## config.mk

```make
export PLATFORM = sky130hd
export DESIGN_NAME = utf8_latin_cyrillic_vigenere_core
export DESIGN_NICKNAME = d
export VERILOG_FILES = /design/src/rtl/ulcv_pkg.sv /design/src/rtl/ulcv_xform.sv /design/src/rtl/utf8_latin_cyrillic_vigenere_core.sv
export SDC_FILE = /design/constraint.sdc
export NUM_CORES = 1
export LEC_CHECK = 0
export ABC_AREA = 0
export BUFFER_PORTS_ARGS = -buffer_cell sky130_fd_sc_hd__buf_2
export CORE_MARGIN = 3
export CORE_UTILIZATION = 50
export DETAILED_ROUTE_END_ITERATION = 8
export PLACE_DENSITY_LB_ADDON = 0.15
export SYNTH_ARGS = -nofsm -noshare
export SYNTH_HDL_FRONTEND = slang
export SYNTH_SLANG_ARGS = --single-unit
```

## constraint.sdc

```tcl
create_clock -name clk -period 14.7 [get_ports clk]
set_clock_uncertainty 0.2 [all_clocks]
set_input_delay 0.735 -clock clk [delete_from_list [all_inputs] [get_ports clk]]
set_output_delay 0.735 -clock clk [all_outputs]
set_load 0.01 [all_outputs]
```

## src/rtl/ulcv_pkg.sv

```systemverilog
`timescale 1ns / 1ps
// ----------------------------------------------------------------------------
// ulcv_pkg
// Shared types and constants for the UTF-8 Latin/Cyrillic Vigenere core.
// ----------------------------------------------------------------------------
package ulcv_pkg;

	localparam int KEY_SLOTS   = 8;
	localparam int SHIFT_W     = 6;
	localparam int SLOT_W      = $clog2(KEY_SLOTS);
	localparam int KEY_LEN_W   = 4;
	localparam int KEY_BITS_W  = 48;
	localparam int CFG_ADDR_W  = 5;
	localparam int CFG_DATA_W  = 64;

	localparam logic [10:0] CYR_UP_START = 11'h410;
	localparam logic [10:0] CYR_LO_START = 11'h430;
	localparam logic [10:0] CYR_UP_YO    = 11'h401;
	localparam logic [10:0] CYR_LO_YO    = 11'h451;
	localparam logic [10:0] CYR_UP_STOP  = 11'h42F;
	localparam logic [10:0] CYR_LO_STOP  = 11'h44F;
	localparam logic [5:0]  LATIN_SIZE   = 6'd26;
	localparam logic [5:0]  CYR_SIZE     = 6'd33;
	localparam logic [5:0]  YO_INDEX     = 6'd6;
	localparam logic [7:0]  LEAD2_MARK   = 8'hC0;
	localparam logic [7:0]  CONT_MARK    = 8'h80;
	localparam logic [7:0]  CONT_MASK    = 8'h3F;

	// register index = paddr[4:3]
	typedef enum logic [1:0] {
		CFG_ENCRYPT_MODE,
		CFG_KEY_LENGTH,
		CFG_KEY_SHIFTS
	} ulcv_cfg_idx_t;

	typedef struct packed {
		logic                  encrypt_mode;
		logic [KEY_LEN_W-1:0]  key_length;
		logic [KEY_BITS_W-1:0] key_shifts;
	} ulcv_cfg_t;

	// partially gathered symbol
	typedef struct packed {
		logic [23:0] bytes;
		logic [1:0]  count;
		logic [2:0]  sym_len;
	} ulcv_held_t;

	// one symbol's worth of output bytes, byte 0 in the low bits
	typedef struct packed {
		logic [31:0] bytes;
		logic [1:0]  last_idx;
		logic        eom;
	} ulcv_group_t;

endpackage

```

## src/rtl/ulcv_xform.sv

```systemverilog
`timescale 1ns / 1ps
// ----------------------------------------------------------------------------
// ulcv_xform
// Gathers one UTF-8 byte into the current symbol, decodes a finished symbol,
// shifts Latin or Cyrillic letters by the key and re-encodes them.
// ----------------------------------------------------------------------------
module ulcv_xform
	import ulcv_pkg::*;
(
	input  logic [7:0]        data_byte,
	input  logic              end_of_message,
	input  ulcv_held_t        held,
	input  logic [SLOT_W-1:0] key_position,
	input  ulcv_cfg_t         cfg,
	output logic              produce,
	output ulcv_held_t        held_next,
	output logic [SLOT_W-1:0] key_position_next,
	output ulcv_group_t       group
);

	function automatic logic [2:0] lead_length(input logic [7:0] b);
		logic [2:0] len;
		len = 3'd1;
		if (b[7] == 1'b0) len = 3'd1;
		else if (b[7:5] == 3'b110) len = 3'd2;
		else if (b[7:4] == 4'b1110) len = 3'd3;
		else if (b[7:3] == 5'b11110) len = 3'd4;
		return len;
	endfunction

	// {hit, index} for one Cyrillic case
	function automatic logic [6:0] cyr_lookup(input logic [20:0] code,
			input logic [10:0] start, input logic [10:0] stop, input logic [10:0] yo);
		logic [6:0] r;
		r = 7'd0;
		if (code == {10'd0, yo}) r = {1'b1, YO_INDEX};
		else if (code >= {10'd0, start} && code <= {10'd0, start} + 21'd5)
			r = {1'b1, 6'(code - {10'd0, start})};
		else if (code >= {10'd0, start} + 21'd6 && code <= {10'd0, stop})
			r = {1'b1, 6'(code - {10'd0, start} + 21'd1)};
		return r;
	endfunction

	logic [5:0]          shift_tab [KEY_SLOTS];
	logic [31:0]         sym;
	logic [2:0]          n;
	logic [2:0]          first_len;
	logic                hold;
	logic [20:0]         code;
	logic [6:0]          cyr_up, cyr_lo;
	logic                is_latin, is_cyr, upper;
	logic [5:0]          idx, size, sh_raw, sh;
	logic [KEY_LEN_W-1:0] eff_len;
	logic [SLOT_W-1:0]   slot, slot_adv;
	logic [6:0]          sum;
	logic [5:0]          ni;
	logic [10:0]         nc, start;
	logic [7:0]          enc0, enc1;
	logic                enc_two;

	always_comb begin
		for (int i = 0; i < KEY_SLOTS; i++) begin
			shift_tab[i] = cfg.key_shifts[SHIFT_W*i +: SHIFT_W];
		end
	end

	always_comb begin
		// gather
		sym = {8'h00, held.bytes};
		sym[{held.count, 3'b000} +: 8] = data_byte;
		n = {1'b0, held.count} + 3'd1;
		first_len = lead_length(data_byte);
		if (held.count == 2'd0) hold = (first_len > 3'd1) && !end_of_message;
		else hold = (n < held.sym_len) && !end_of_message;

		held_next = '0;
		if (hold) begin
			held_next.bytes = sym[23:0];
			held_next.count = n[1:0];
			held_next.sym_len = (held.count == 2'd0) ? first_len : held.sym_len;
		end

		// decode by bytes collected
		case (n)
			3'd1: code = {13'd0, sym[7:0]};
			3'd2: code = {10'd0, sym[4:0], sym[13:8]};
			3'd3: code = {5'd0, sym[3:0], sym[13:8], sym[21:16]};
			default: code = {sym[2:0], sym[13:8], sym[21:16], sym[29:24]};
		endcase

		// classify
		cyr_up = cyr_lookup(code, CYR_UP_START, CYR_UP_STOP, CYR_UP_YO);
		cyr_lo = cyr_lookup(code, CYR_LO_START, CYR_LO_STOP, CYR_LO_YO);
		is_latin = 1'b0;
		is_cyr = 1'b0;
		upper = 1'b0;
		idx = 6'd0;
		if (code >= 21'h41 && code <= 21'h5A) begin
			is_latin = 1'b1;
			upper = 1'b1;
			idx = 6'(code - 21'h41);
		end else if (code >= 21'h61 && code <= 21'h7A) begin
			is_latin = 1'b1;
			idx = 6'(code - 21'h61);
		end else if (cyr_up[6]) begin
			is_cyr = 1'b1;
			upper = 1'b1;
			idx = cyr_up[5:0];
		end else if (cyr_lo[6]) begin
			is_cyr = 1'b1;
			idx = cyr_lo[5:0];
		end
		size = is_latin ? LATIN_SIZE : CYR_SIZE;

		// key slot, clamped length
		if (cfg.key_length == '0) eff_len = KEY_LEN_W'(1);
		else if (cfg.key_length > KEY_LEN_W'(KEY_SLOTS)) eff_len = KEY_LEN_W'(KEY_SLOTS);
		else eff_len = cfg.key_length;
		slot = (KEY_LEN_W'(key_position) < eff_len) ? key_position : '0;
		slot_adv = (KEY_LEN_W'(slot) + KEY_LEN_W'(1) >= eff_len) ? '0 : slot + SLOT_W'(1);
		sh_raw = shift_tab[slot];

		// shift mod size; raw shift is below 64 so two subtracts at most
		if ({1'b0, sh_raw} >= {size, 1'b0}) sh = 6'({1'b0, sh_raw} - {size, 1'b0});
		else if (sh_raw >= size) sh = sh_raw - size;
		else sh = sh_raw;

		if (cfg.encrypt_mode) sum = {1'b0, idx} + {1'b0, sh};
		else sum = {1'b0, idx} + {1'b0, size} - {1'b0, sh};
		ni = (sum >= {1'b0, size}) ? 6'(sum - {1'b0, size}) : sum[5:0];

		// back to a code point
		start = upper ? CYR_UP_START : CYR_LO_START;
		if (is_latin) nc = (upper ? 11'h41 : 11'h61) + {5'd0, ni};
		else if (ni == YO_INDEX) nc = upper ? CYR_UP_YO : CYR_LO_YO;
		else if (ni < YO_INDEX) nc = start + {5'd0, ni};
		else nc = start + {5'd0, ni} - 11'd1;

		enc_two = (nc > 11'h7F);
		if (enc_two) begin
			enc0 = LEAD2_MARK | {3'b000, nc[10:6]};
			enc1 = CONT_MARK | ({2'b00, nc[5:0]} & CONT_MASK);
		end else begin
			enc0 = nc[7:0];
			enc1 = 8'h00;
		end

		produce = !hold;
		group.eom = end_of_message;
		if (is_latin || is_cyr) begin
			group.bytes = {16'h0000, enc1, enc0};
			group.last_idx = {1'b0, enc_two};
		end else begin
			group.bytes = sym;
			group.last_idx = 2'(n - 3'd1);
		end

		if (hold) key_position_next = key_position;
		else if (end_of_message) key_position_next = '0;
		else if (is_latin || is_cyr) key_position_next = slot_adv;
		else key_position_next = key_position;
	end

endmodule

```

## src/rtl/utf8_latin_cyrillic_vigenere_core.sv

```systemverilog
`timescale 1ns / 1ps
// ----------------------------------------------------------------------------
// utf8_latin_cyrillic_vigenere_core
// Vigenere cipher over a UTF-8 byte stream for Latin and Cyrillic letters.
// ----------------------------------------------------------------------------
// Usage:
//   Input words (data_byte, end_of_message) enter on in_valid/in_ready, one
//   per cycle. Output words (out_byte, run_last, message_done) leave on
//   out_valid/out_ready, one byte per cycle. run_last flags the final byte
//   produced by one input word; message_done flags the last byte of a message.
//   A word that only extends a multi-byte symbol produces nothing.
//   An accepted byte is registered; a finished symbol then enters the symbol
//   queue once it has room. Throughput: 1 word per cycle on both sides
//   while the receiver is ready; output bytes never outnumber input bytes,
//   and the four-entry symbol queue holds the short symbols that pile up
//   behind a long one being serialized, so a ready receiver never stalls
//   the input. If the receiver stalls, the queue fills and in_ready drops
//   as soon as a word that completes a symbol finds no room; words that
//   only extend a symbol still drain from the input register. Reset:
//   encrypt_mode=1, key_length=1, key_shifts=0, no symbol held, key
//   position 0, queue empty. Configuration goes over APB (64-bit data,
//   register i at byte address 8*i) and must be written only while idle;
//   the user must keep to this, as the core does not enforce it.
// ----------------------------------------------------------------------------
module utf8_latin_cyrillic_vigenere_core
	import ulcv_pkg::*;
(
	input  logic                  clk,
	input  logic                  arst_n,
	input  logic                  psel,
	input  logic                  penable,
	input  logic                  pwrite,
	input  logic [CFG_ADDR_W-1:0] paddr,
	input  logic [CFG_DATA_W-1:0] pwdata,
	output logic [CFG_DATA_W-1:0] prdata,
	output logic                  pready,
	input  logic                  in_valid,
	output logic                  in_ready,
	input  logic [7:0]            data_byte,
	input  logic                  end_of_message,
	output logic                  out_valid,
	input  logic                  out_ready,
	output logic [7:0]            out_byte,
	output logic                  run_last,
	output logic                  message_done
);

	// config registers
	ulcv_cfg_t         cfg_q;
	ulcv_cfg_idx_t     cfg_sel;
	logic              cfg_wr;

	// input register
	logic              valid_s1;
	logic [7:0]        data_byte_s1;
	logic              eom_s1;

	// symbol gather state
	ulcv_held_t        held_q;
	logic [SLOT_W-1:0] key_position_q;

	// transform results
	logic              produce;
	ulcv_held_t        held_next;
	logic [SLOT_W-1:0] key_position_next;
	ulcv_group_t       group;

	// four-entry symbol queue plus byte serializer
	ulcv_group_t       grp_q [4];
	logic [1:0]        wr_ptr_q, rd_ptr_q;
	logic [2:0]        fifo_cnt_q;
	logic [1:0]        byte_idx_q;
	ulcv_group_t       head;
	logic              out_fire, pop, push, fifo_room, s1_fire;

	// ---------------- APB ----------------
	assign pready  = 1'b1;
	assign cfg_sel = ulcv_cfg_idx_t'(paddr[4:3]);
	assign cfg_wr  = psel && penable && pwrite && pready;

	always_comb begin
		case (cfg_sel)
			CFG_ENCRYPT_MODE: prdata = {{(CFG_DATA_W-1){1'b0}}, cfg_q.encrypt_mode};
			CFG_KEY_LENGTH:   prdata = {{(CFG_DATA_W-KEY_LEN_W){1'b0}}, cfg_q.key_length};
			CFG_KEY_SHIFTS:   prdata = {{(CFG_DATA_W-KEY_BITS_W){1'b0}}, cfg_q.key_shifts};
			default:          prdata = '0;
		endcase
	end

	always_ff @(posedge clk or negedge arst_n) begin
		if (!arst_n) begin
			cfg_q.encrypt_mode <= 1'b1;
			cfg_q.key_length   <= KEY_LEN_W'(1);
			cfg_q.key_shifts   <= '0;
		end else if (cfg_wr) begin
			case (cfg_sel)
				CFG_ENCRYPT_MODE: cfg_q.encrypt_mode <= pwdata[0];
				CFG_KEY_LENGTH:   cfg_q.key_length   <= pwdata[KEY_LEN_W-1:0];
				CFG_KEY_SHIFTS:   cfg_q.key_shifts   <= pwdata[KEY_BITS_W-1:0];
				default: ;
			endcase
		end
	end

	// ---------------- handshake ----------------
	assign out_valid = (fifo_cnt_q != 3'd0);
	assign out_fire  = out_valid && out_ready;
	assign pop       = out_fire && run_last;
	assign fifo_room = (fifo_cnt_q < 3'd4) || pop;
	// a word that produces nothing never waits on the queue
	assign s1_fire   = valid_s1 && (!produce || fifo_room);
	assign push      = s1_fire && produce;
	assign in_ready  = !valid_s1 || s1_fire;

	// ---------------- input register ----------------
	always_ff @(posedge clk or negedge arst_n) begin
		if (!arst_n) begin
			valid_s1 <= 1'b0;
		end else if (in_ready) begin
			valid_s1 <= in_valid;
		end
	end

	always_ff @(posedge clk) begin
		if (in_valid && in_ready) begin
			data_byte_s1 <= data_byte;
			eom_s1       <= end_of_message;
		end
	end

	// ---------------- transform ----------------
	ulcv_xform u_xform (
		.data_byte         (data_byte_s1),
		.end_of_message    (eom_s1),
		.held              (held_q),
		.key_position      (key_position_q),
		.cfg               (cfg_q),
		.produce           (produce),
		.held_next         (held_next),
		.key_position_next (key_position_next),
		.group             (group)
	);

	always_ff @(posedge clk or negedge arst_n) begin
		if (!arst_n) begin
			held_q         <= '0;
			key_position_q <= '0;
		end else if (s1_fire) begin
			held_q         <= held_next;
			key_position_q <= key_position_next;
		end
	end

	// ---------------- symbol queue ----------------
	always_ff @(posedge clk or negedge arst_n) begin
		if (!arst_n) begin
			wr_ptr_q   <= 2'd0;
			rd_ptr_q   <= 2'd0;
			fifo_cnt_q <= 3'd0;
			byte_idx_q <= 2'd0;
		end else begin
			if (push) wr_ptr_q <= wr_ptr_q + 2'd1;
			if (pop)  rd_ptr_q <= rd_ptr_q + 2'd1;
			case ({push, pop})
				2'b10:   fifo_cnt_q <= fifo_cnt_q + 3'd1;
				2'b01:   fifo_cnt_q <= fifo_cnt_q - 3'd1;
				default: fifo_cnt_q <= fifo_cnt_q;
			endcase
			if (out_fire) byte_idx_q <= run_last ? 2'd0 : byte_idx_q + 2'd1;
		end
	end

	always_ff @(posedge clk) begin
		if (push) grp_q[wr_ptr_q] <= group;
	end

	// ---------------- output serializer ----------------
	assign head         = grp_q[rd_ptr_q];
	assign out_byte     = head.bytes[{byte_idx_q, 3'b000} +: 8];
	assign run_last     = (byte_idx_q == head.last_idx);
	assign message_done = run_last && head.eom;

`ifndef SYNTHESIS
	a_fifo_bound: assert property (@(posedge clk) disable iff (!arst_n)
		fifo_cnt_q <= 3'd4)
		else $error("symbol queue overflow");

	a_held_short: assert property (@(posedge clk) disable iff (!arst_n)
		held_q.count != 2'd0 |-> {1'b0, held_q.count} < held_q.sym_len)
		else $error("held symbol already complete");

	a_eom_clears: assert property (@(posedge clk) disable iff (!arst_n)
		s1_fire && eom_s1 |=> held_q.count == 2'd0 && key_position_q == '0)
		else $error("message end did not clear gather state");

	a_idx_restart: assert property (@(posedge clk) disable iff (!arst_n)
		out_fire && run_last |=> byte_idx_q == 2'd0)
		else $error("byte index not restarted after symbol");

	a_stall_cause: assert property (@(posedge clk) disable iff (!arst_n)
		!in_ready |-> valid_s1 && produce && fifo_cnt_q == 3'd4)
		else $error("input stalled without a full queue");
`endif

endmodule

```

# Yosys cells after proc, flatten, opt, wreduce, memory -nomap -nowiden
# Memory sizes are Yosys's and may differ from the RTL's.
# Index checks and enable logic that the tools add are counted.
op_classes:
  add_sub_neg: 25
  n_reduce_logical: 34
  bitwise: 2
  magnitude_cmp: 24
  n_shift: 3
  muxes: 56
  eq_ne: 15
op_table:
  columns: ["cell", "count"]
  rows:
  - ["48-bit one-hot mux with 3 select lines", 1]
  - ["21-bit by 11-bit greater-or-equal comparator with 1-bit output (second input constant)", 4]
  - ["21-bit by 11-bit <= comparator with 1-bit output (second input constant)", 4]
  - ["6-bit 2-to-1 mux", 12]
  - ["21-bit one-hot mux with 3 select lines", 1]
  - ["7-bit 2-to-1 mux", 8]
  - ["21-bit by 11-bit equality test with 1-bit output (second input constant)", 2]
  - ["21-bit by 7-bit greater-or-equal comparator with 1-bit output (second input constant)", 2]
  - ["21-bit by 7-bit <= comparator with 1-bit output (second input constant)", 2]
  - ["34-bit 2-to-1 mux", 1]
  - ["11-bit 2-to-1 mux", 3]
  - ["32-bit bitwise mux", 1]
  - ["8-bit by 7-bit variable shift with 32-bit output (first input constant)", 1]
  - ["32-bit by 6-bit variable part select with 8-bit output", 1]
  - ["8-bit by 7-bit variable part select with 32-bit output", 1]
  - ["29-bit 2-to-1 mux", 1]
  - ["3-bit 2-to-1 mux", 9]
  - ["11-bit by 6-bit adder with 11-bit output", 2]
  - ["6-bit binary-select mux with 3-bit select", 1]
  - ["6-bit subtractor", 3]
  - ["1-bit logical AND", 16]
  - ["8-bit 2-to-1 mux", 2]
  - ["6-bit by 6-bit adder with 7-bit output", 2]
  - ["6-bit by 1-bit adder with 6-bit output (second input constant)", 2]
  - ["48 further kinds", 77]
word_totals:
  input_bits: 85
  regBits: 104
  ram_bits: 140
  out_inout_bits: 77
  mem_count: 1
memory_table:
  columns: ["memory", "depth", "word_bits", "read_ports", "rd_ports_with_merged_regs", "write_ports", "line", "rtl"]
  rows:
  - ["grp_q", 4, 35, 1, 0, 1, "utf8_latin_cyrillic_vigenere_core.sv:69", "ulcv_group_t grp_q [4];"]

# Longest topological paths before layout
# Gate-level depths: netlist of run 1.
logic_depth:
  depth_word: 26
  mapped_depth: 55

# Cells and area by module
# A second synthesis of run 1 with hierarchy kept.
hier_totals:
  hier_cells: 1322
  hier_area_um2: 15294.7
modules_own_cells:
  columns: ["module", "area_per_inst_um2", "cells_per_inst", "seq_area_each_um2", "n_inst"]
  rows:
  - ["utf8_latin_cyrillic_vigenere_core", 9957.0, 540, 6854.1, 1]
  - ["ulcv_xform", 5337.6, 782, 0.0, 1]

# Least setup slack after synthesis of run 1
# No wires, ideal clock.
synth_path:
  kind: "reg-to-reg"
  startpoint: "register held_q[3] (netlist name)"
  endpoint: "memory grp_q[0][3] (netlist name), data pin"
  t_required_ns: 14.275
  slack_ns: 3.275
  period_less_slack_ns: 11.425
  n_path_buf: 7
  setup_ns: 0.225
  path_stages_with_launch: 48
  arrival_time_ns: 11.000
  path_cell_list: "dfrtp_1 > buf_4 > buf_4 > inv_1 > ha_1 > buf_2 > and2b_1 > a31oi_2 > o311ai_2 > nor2_1 > inv_1 > ha_1 > nor2b_1 > and3_4 > o22ai_4 > o21ai_2 > and2_1 > inv_2 > (+12 left out) > fa_1 > mux2i_1 > ha_1 > a211oi_1 > nor2b_1 > o21ai_0 > o211ai_1 > a221oi_1 > clkbuf_1 > nand3_1 > o21ai_0 > a211oi_1 > nor2_2 > ha_1 > or3b_1 > a21oi_2 > xor2_1 > a311oi_1"
synth_lines:
  columns: ["element", "line", "rtl"]
  rows:
  - ["start, declared", "utf8_latin_cyrillic_vigenere_core.sv:59", "ulcv_held_t held_q;"]
  - ["start signal, assigned", "utf8_latin_cyrillic_vigenere_core.sv:149", "held_q <= held_next;"]
  - ["end, declared", "utf8_latin_cyrillic_vigenere_core.sv:69", null]

==> results of run 1 <==
Yosys cell counts, types with 14 or more instances:
master / n / area, µm²
edfxtp_1: 149 / 4470
nand2_1: 99 / 372
dfrtp_1: 93 / 2330
nor2_1: 73 / 274
and2_1: 66 / 413
ha_1: 66 / 826
a21oi_1: 61 / 305
inv_1: 61 / 229
o21ai_0: 61 / 305
mux2_2: 58 / 653
mux4_2: 43 / 968
clkbuf_1: 39 / 146
nand3_1: 29 / 145
xnor2_1: 28 / 245
nor2b_1: 27 / 169
and3_1: 25 / 156
buf_4: 24 / 180
a31oi_1: 17 / 106
mux2i_1: 15 / 150
o22ai_1: 15 / 93.8
buf_2: 14 / 70.1
layer usage:
metal  vias up  wire, µm  track usage [%]  share of wire, %
met2       349     18300             38.3                48
met1      5637     16900             31.5                44
li1       5354         -                -                 -
met3        65      2200             3.70               5.7
met4         2      1110             6.40               2.9
met5         -        13                0             0.034
cells in the final DEF (no fill, tap or decap), types with 58 or more instances in the layout:
| cell | n |
|---|---|
| inv_1 | 61 |
| a21oi_1 | 61 |
| nor2_1 | 73 |
| edfxtp_1 | 149 |
| nand2_1 | 99 |
| o21ai_0 | 61 |
| dfrtp_1 | 92 |
| mux2_2 | 58 |
| ha_1 | 66 |
| and2_1 | 66 |
| buf_2 | 124 |
per-stage QoR:
stage	setup WS, ns	utilization (%)	area [µm²]	std cells
after CTS	1.83	57.2	17100	1887
after floorplan	3.27	-	15400	1395
final	1.80	57.2	17100	1887
after global routing	0.650	57.2	17100	1887
after detailed placement	1.85	54.0	16200	1836
after global placement	1.97	54.0	16200	1836
path summary, 6_finish.rpt:
path / to / depth (start not counted)
worst max-delay path: grp_q[0][14]$_DFFE_PP_ / 41
worst min-delay path: data_byte_s1[1]$_DFFE_PP_ / 1
worst min register to register: held_q[21]$_DFFE_PN0P_ / 2
min in group asynchronous: cfg_q[37]$_DFFE_PN0P_ / 2
max in group asynchronous: rd_ptr_q[0]$_DFFE_PN0P_ / 3
worst max register to register: grp_q[0][14]$_DFFE_PP_ / 41
state kept, by name, indices dropped and copies added, names as in the netlist:
name	flops
key_position_q	3
eom_s1	1
cfg_q	53
held_q	29
valid_s1	1
grp_q	140
rd_ptr_q	2
data_byte_s1	8
fifo_cnt_q	3
wr_ptr_q	2
byte_idx_q	2
what timing repair did:
action / in CTS / in global routing
hold buffers: 1 / 0
endpoints found under the hold margin: 27 / 0
buffers inserted: 0 / 0
cells by family after synthesis:
logic type	Yosys count	share of synthesized area [%]
simple gates	416	14.9
compound gates	333	15.6
flops	244	44.7
buf+inv	158	4.67
mux	117	11.6
fa+ha+maj	73	6.30
xor+xnor	37	2.11
other cells	2	0.0490
cell type report:
class	count	area, µm²
Fill cell	2555	12800
Multi-Input combinational cell	993	7830
Sequential cell	244	6860
Timing Repair Buffer	141	751
Clock buffer	32	724
Tap cell	390	488
Inverter	69	259
Clock inverter	18	225
==> out/qor.txt, run 1 <==
outcome - finished, final reports clean
FF-to-FF Start - held_q[3]$_DFFE_PN0P_
DRT iter0 DRCs - 1069
flop-to-flop setup slack - 1.80 ns
CP max stage cell - ha_1
WL final - 38500 µm
GPL Wtd Cong - 0.908
TritonCTS Buffers - 27
placed wire-length estimate - 27300 µm
HP Class - in -> reg
Seq/Total Area, Yosys - 44.7%
Setup TNS Final - 0 ns
IO Count - 162
H-tree Lvls - 1
RSZ-0062 raised after global routing - no
worst-margin pin slew - 0.893 ns
root buffer cell - clkbuf_16
worst skew pair latency - 0.55 ns
kind of critical path - reg -> reg
CP startpoint - held_q[3]$_DFFE_PN0P_
Yosys cell types - 107
DR vias/cell - 6.05
wire length per cell - 20.4 µm
clk sinks - 244
max-cap violation count - 0
Layout Nets - 1634
hold slack - 0.173 ns
fmax - 0.0775 GHz
crit-path max cell delay - 0.78 ns
Initial Utilization - 51.2%
FFs w/ async S/R, synth - 38.9%
Max clock buf depth - 3
period utilization - 87.8%
delay-heaviest family, CP - compound AO/OA/AOI/OAI gates
Synth Area per Inst - 11.1 µm²
Remaining Overflow, GRT - 0
Total GRT Usage - 23.0%
vias in the first global route - 11200
DRC violations left - 0
initial antenna violation count - 1
Post-Syn Instances - 1380
die area - 32800 µm²
flops & latches, synth - 244
vias post-DR - 11400
pin count of the biggest net entering global routing - 68
CP arrival - 12.96 ns
setup violators final - 0
CP most frequent cell - inv_1
Main synth FF type - edfxtp_1
Die Y - 181 µm
TritonCTS clock tree - done
Hold Vio Cnt, Final - 0
CP required - 14.76 ns
drt pass-1 iters - 6
Synth Warn # - 0
Resized cells post-CTS - 0
clock-pin slew on the worst setup and hold paths - 0.06 ns
critical path startpoint category - register
core box area - 30000 µm²
post-synthesis instance area - 15300 µm²
layout overhead on the synthesized area - 11.7%
minimum clock period - 12.90 ns
Post-synth EDFFs - 149
layout cells sized above 1 - 23.2%
Final Max Tran Viols - 0
Buffers on Ports - 125
Worst Path Buf+Inv - 6
Ant. Diodes - 0
first-pass GRT wire length - 62200 µm
die outline width - 181 µm
Hold Startpoint - data_byte[1]
Crit Path Max Fanout - 27
Row Count - 63
ANT nets after route - 0
CP endpoint kind - register
Slew headroom - 40.5%
Power of run 1 is not shown: default switching activity piles up to over one toggle a cycle in this logic, so the estimate is an artifact.
==> run 2: changes to the inputs <==
--- a/config.mk
+++ b/config.mk
@@ -7,8 +7,10 @@
 export LEC_CHECK = 0
 export ABC_AREA = 0
 export BUFFER_PORTS_ARGS = -buffer_cell sky130_fd_sc_hd__buf_2
+export CELL_PAD_IN_SITES_DETAIL_PLACEMENT = 1
+export CELL_PAD_IN_SITES_GLOBAL_PLACEMENT = 1
 export CORE_MARGIN = 3
-export CORE_UTILIZATION = 50
+export CORE_UTILIZATION = 48
 export DETAILED_ROUTE_END_ITERATION = 8
 export PLACE_DENSITY_LB_ADDON = 0.15
 export SYNTH_ARGS = -nofsm -noshare
==> run 2 against run 1 <==
Effect of this change: worst setup slack worse by 0.48 ns; utilization shrank 2.0 points; final cell count up 0.37%; die area is 4.0% higher; design area about the same; sequential cell count unchanged; wire length increased by 13%; count of clock-buffer cells in the layout decreased by 6; maximum frequency decreased by 3.6%; sequential share of layout area barely moved; critical path depth unchanged; highest routed layer unchanged; global-route usage grew 2.4 points.
==> out/qor.txt, run 2 (synthesized netlist as in run 1, its figures left out) <==
RSZ-0062 raised after global routing - no
GPL Wtd Cong - 0.874
most frequent cells in the layout - 149 x edfxtp_1, 124 x buf_2, 99 x nand2_1
Max clock buf depth - 3
DRC violations left - 0
FF-to-FF Start - held_q[3]$_DFFE_PN0P_
HP Class - in -> reg
DRT iter0 DRCs - 696
Ant. Diodes - 0
kind of critical path - reg -> reg
outcome - finished, final reports clean
Initial Utilization - 49.4%
placed wire-length estimate - 31300 µm
H-tree Lvls - 1
worst-margin pin slew - 0.974 ns
Hold Vio Cnt, Final - 0
Crit Path Max Fanout - 26
drt pass-1 iters - 5
fmax - 0.0747 GHz
Remaining Overflow, GRT - 0
TritonCTS Buffers - 26
flop-to-flop setup slack - 1.32 ns
Largest Register - grp_q
Worst Hold Path EP - eom_s1$_DFFE_PP_
Hold Startpoint - end_of_message
TritonCTS clock tree - done
Setup TNS Final - 0 ns
clock-pin slew on the worst setup and hold paths - 0.06 ns
biggest regs - grp_q: 140 flops, cfg_q: 53 flops, held_q: 29 flops
Resized cells post-CTS - 0
Reg-to-Reg End - grp_q[0][14]$_DFFE_PP_
critical path startpoint category - register
ANT nets after route - 0
vias in the first global route - 12200
Hold Path Depth - 1
wire length per cell - 22.9 µm
CP max stage cell - dfrtp_1
max reg flops - 140
period utilization - 91.0%
Setup Buffers After CTS - 0
core box area - 31100 µm²
setup violators final - 0
minimum clock period - 13.38 ns
Buffers on Ports - 125
layout overhead on the synthesized area - 11.8%
die area - 34100 µm²
R2R cell count - 41
Slew headroom - 35.1%
clk sinks - 244
root buffer cell - clkbuf_16
pin count of the biggest net entering global routing - 57
Final Max Tran Viols - 0
Total GRT Usage - 25.5%
layout cells sized above 1 - 23.5%
CP most frequent cell - inv_1
initial antenna violation count - 1
crit-path max cell delay - 0.94 ns
CP endpoint kind - register
fin util - 55.2%
IO Count - 162
DR vias/cell - 6.14
WL final - 43400 µm
most common cell after layout, fill and taps aside - edfxtp_1
CP required - 14.74 ns
Hold Buf Count CTS - 1
first-pass GRT wire length - 69200 µm
die outline width - 185 µm
Row Count - 64
CP arrival - 13.42 ns
max-cap violation count - 0
Die Y - 185 µm
vias post-DR - 11600
worst skew pair latency - 0.54 ns
Layout Nets - 1636
[run 2: cell count changes in the layout (fill, tap and decap cells not counted), moves of 2 or more]
| cell | previous run | this run |
|---|---|---|
| clkinvlp_4 | 3 | 5 |
| clkbuf_8 | 3 | 0 |
| clkinv_2 | 4 | 6 |
| buf_4 | 16 | 19 |
| clkbuf_1 | 2 | 0 |
[run 2: final cells by class]
class / instances / area (µm²)
multi-input cells: 993 / 7840
fillers: 3335 / 13900
inverters: 69 / 259
clock buffers: 26 / 651
clock inverters: 22 / 273
well taps: 396 / 495
flip-flops and latches: 244 / 6860
repair buffers: 144 / 773
[run 2: routing by layer]
metal | global-route usage [%] | up-vias | part of all wire (%)
li1 | - | 5346 | -
met1 | 33.3 | 5858 | 42
met2 | 43.9 | 346 | 49
met3 | 4.44 | 70 | 5.6
met4 | 6.99 | 2 | 2.7
met5 | 0 | - | 0.030
[run 2: worst max-delay path, delay by kind of cell (launching register included)]
kind	cells	cell delay (ns)
XOR/XNOR	1	0.14
adder cells (fa/ha/maj)	6	2.52
multiplexers	1	0.52
AND/OR/NAND/NOR	9	2.37
AO/OA/AOI/OAI	18	5.31
buffers and inverters	6	1.08
flip-flops	1	0.94
[run 2: through the flow]
stage | setup WS (ns) | hold WS [ns] | instance area [µm²] | std cells
6_report | 1.32 | 0.178 | 17100 | 1894
5_1_grt | 0.120 | 0.162 | 17100 | 1894
4_1_cts | 1.24 | 0.158 | 17100 | 1894
3_5_place_dp | 1.31 | 0.275 | 16200 | 1845
3_3_place_gp | 1.75 | 0.260 | 16200 | 1845
2_1_floorplan | 3.27 | 0.239 | 15400 | 1395
[run 2: worst max-delay path by stage]
stage                                from                endpoint  cells past startpoint
floorplan           held_q[3]$_DFFE_PN0P_   grp_q[0][3]$_DFFE_PP_                     47
global placement    held_q[3]$_DFFE_PN0P_   grp_q[0][3]$_DFFE_PP_                     41
detailed placement  held_q[3]$_DFFE_PN0P_  grp_q[0][14]$_DFFE_PP_                     41
CTS                 held_q[3]$_DFFE_PN0P_  grp_q[0][14]$_DFFE_PP_                     41
global route        held_q[3]$_DFFE_PN0P_  grp_q[0][14]$_DFFE_PP_                     43
finish              held_q[3]$_DFFE_PN0P_  grp_q[0][14]$_DFFE_PP_                     41
Power of run 2 is left out for the same reason.
==> run 3: changes to the inputs <==
==> constraint.sdc (replaced) <==
create_clock -name clk -period 15.1 [get_ports clk]
set_clock_uncertainty 0.2 [all_clocks]
set_input_delay 0.755 -clock clk [delete_from_list [all_inputs] [get_ports clk]]
set_output_delay 0.755 -clock clk [all_outputs]
set_load 0.01 [all_outputs]
==> run 3 against run 2 <==
Effect of this change: sequential cell count stayed put; maximum frequency decreased by 0.39%; utilization up 0.093 points; design area grew 0.17%; final cell count about the same; sequential share of layout area down 0.067 points; global-route usage is 0.088 points lower; critical endpoint is now grp_q[0][3]$_DFFE_PP_.
==> out/qor.txt, run 3 (synthesized netlist as in run 1, its figures left out) <==
Remaining Overflow, GRT - 0
CP max stage cell - dfrtp_1
Largest Register - grp_q
drt pass-1 iters - 5
max reg flops - 140
Ant. Diodes - 0
most common cell after layout, fill and taps aside - edfxtp_1
setup violators final - 0
RSZ-0062 raised after global routing - no
layout overhead on the synthesized area - 12.0%
fill count - 3333
core box area - 31100 µm²
worst skew pair latency - 0.55 ns
clk sinks - 244
Max clock buf depth - 3
CP endpoint kind - register
WL final - 43100 µm
critical path startpoint category - register
Final Max Tran Viols - 0
pin count of the biggest net entering global routing - 57
CP arrival - 13.51 ns
placed wire-length estimate - 31200 µm
biggest regs - grp_q: 140 flops, cfg_q: 53 flops, held_q: 29 flops
outcome - finished, final reports clean
period utilization - 88.9%
Setup TNS Final - 0 ns
kind of critical path - reg -> reg
H-tree Lvls - 1
DR vias/cell - 6.13
first-pass GRT wire length - 69400 µm
CP most frequent cell - ha_1
vias in the first global route - 12300
vias post-DR - 11600
TritonCTS clock tree - done
root buffer cell - clkbuf_16
minimum clock period - 13.43 ns
most frequent cells in the layout - 149 x edfxtp_1, 124 x buf_2, 99 x nand2_1
Crit Path Max Fanout - 26
ANT nets after route - 0
Slew headroom - 36.1%
HP Class - in -> reg
IO Count - 162
die area - 34100 µm²
die outline width - 185 µm
Initial Utilization - 49.4%
Total GRT Usage - 25.4%
DRC violations left - 0
wire length per cell - 22.8 µm
layout cells sized above 1 - 22.9%
Resized cells post-CTS - 0
initial antenna violation count - 2
clock-pin slew on the worst setup and hold paths - 0.06 ns
max-cap violation count - 0
CP required - 15.18 ns
Buffers on Ports - 125
DRT iter0 DRCs - 675
Row Count - 64
GPL Wtd Cong - 0.902
fmax - 0.0745 GHz
TritonCTS Buffers - 28
worst-margin pin slew - 0.958 ns
Hold Vio Cnt, Final - 0
Die Y - 185 µm
crit-path max cell delay - 0.97 ns
Layout Nets - 1635
==> run 3: changes by cell type in the layout (fill, tap and decap cells not counted), sizes merged <==
cell      previous run  this run
clkbuf              26        36
clkinvlp             5         1
buf                143       140
bufinv               5         4
inv                 69        68
==> run 3: timing repair <==
item / CTS / global route
hold endpoints to repair: 29 / 0
setup buffers: 0 / 0
hold buffers: 1 / 0
==> run 3: path summary, 6_finish.rpt <==
path,startpoint,to,slack (ns),cells past startpoint
worst max-delay path,held_q[3]$_DFFE_PN0P_,grp_q[0][3]$_DFFE_PP_,1.67,41
worst min-delay path,data_byte[7],data_byte_s1[7]$_DFFE_PP_,0.17,1
worst max register to register,held_q[3]$_DFFE_PN0P_,grp_q[0][3]$_DFFE_PP_,1.67,41
worst min register to register,held_q[21]$_DFFE_PN0P_,held_q[21]$_DFFE_PN0P_,0.27,2
max in group asynchronous,arst_n,rd_ptr_q[0]$_DFFE_PN0P_,12.95,3
min in group asynchronous,arst_n,cfg_q[33]$_DFFE_PN0P_,0.54,2
==> run 3: metal layers <==
layer | part of all wire (%) | routed length [µm] | global-route usage, % | vias up
li1 | - | - | - | 5345
met1 | 44 | 18800 | 33.4 | 5905
met2 | 49 | 21300 | 44.5 | 296
met3 | 4.8 | 2080 | 4.09 | 71
met4 | 2.1 | 892 | 5.22 | 4
met5 | 0.063 | 27 | 0 | -
==> run 3: stage by stage <==
stage	util [%]	cell area [µm²]	worst slack (ns)	instances	hold slack, ns
after floorplan	-	15400	3.67	1395	0.242
after global placement	52.1	16200	2.16	1842	0.258
after detailed placement	52.1	16200	1.76	1842	0.269
after CTS	55.3	17200	1.73	1895	0.150
after global routing	55.3	17200	0.715	1895	0.158
final	55.3	17200	1.67	1895	0.171
==> run 3: critical path, delay by kind of cell, from the launching register on <==
kind                       cells  cell delay [ns]
adders and majority gates      7             2.74
xor gates and xnor gates       2             0.24
buffers and inverters          5             0.93
AOI/OAI and AO/OA             17             5.19
and+or+nand+nor                9             2.38
muxes                          1             0.45
DFF                            1             0.97
==> run 3: cell type report <==
type,count,area [µm²],area share (%)
Inverter,69,259,1.51
Clock inverter,16,204,1.19
Tap cell,396,495,2.89
Sequential cell,244,6860,39.9
Clock buffer,36,771,4.49
Timing Repair Buffer,141,751,4.37
Multi-Input combinational cell,993,7840,45.6
Power of run 3 is left out for the same reason.
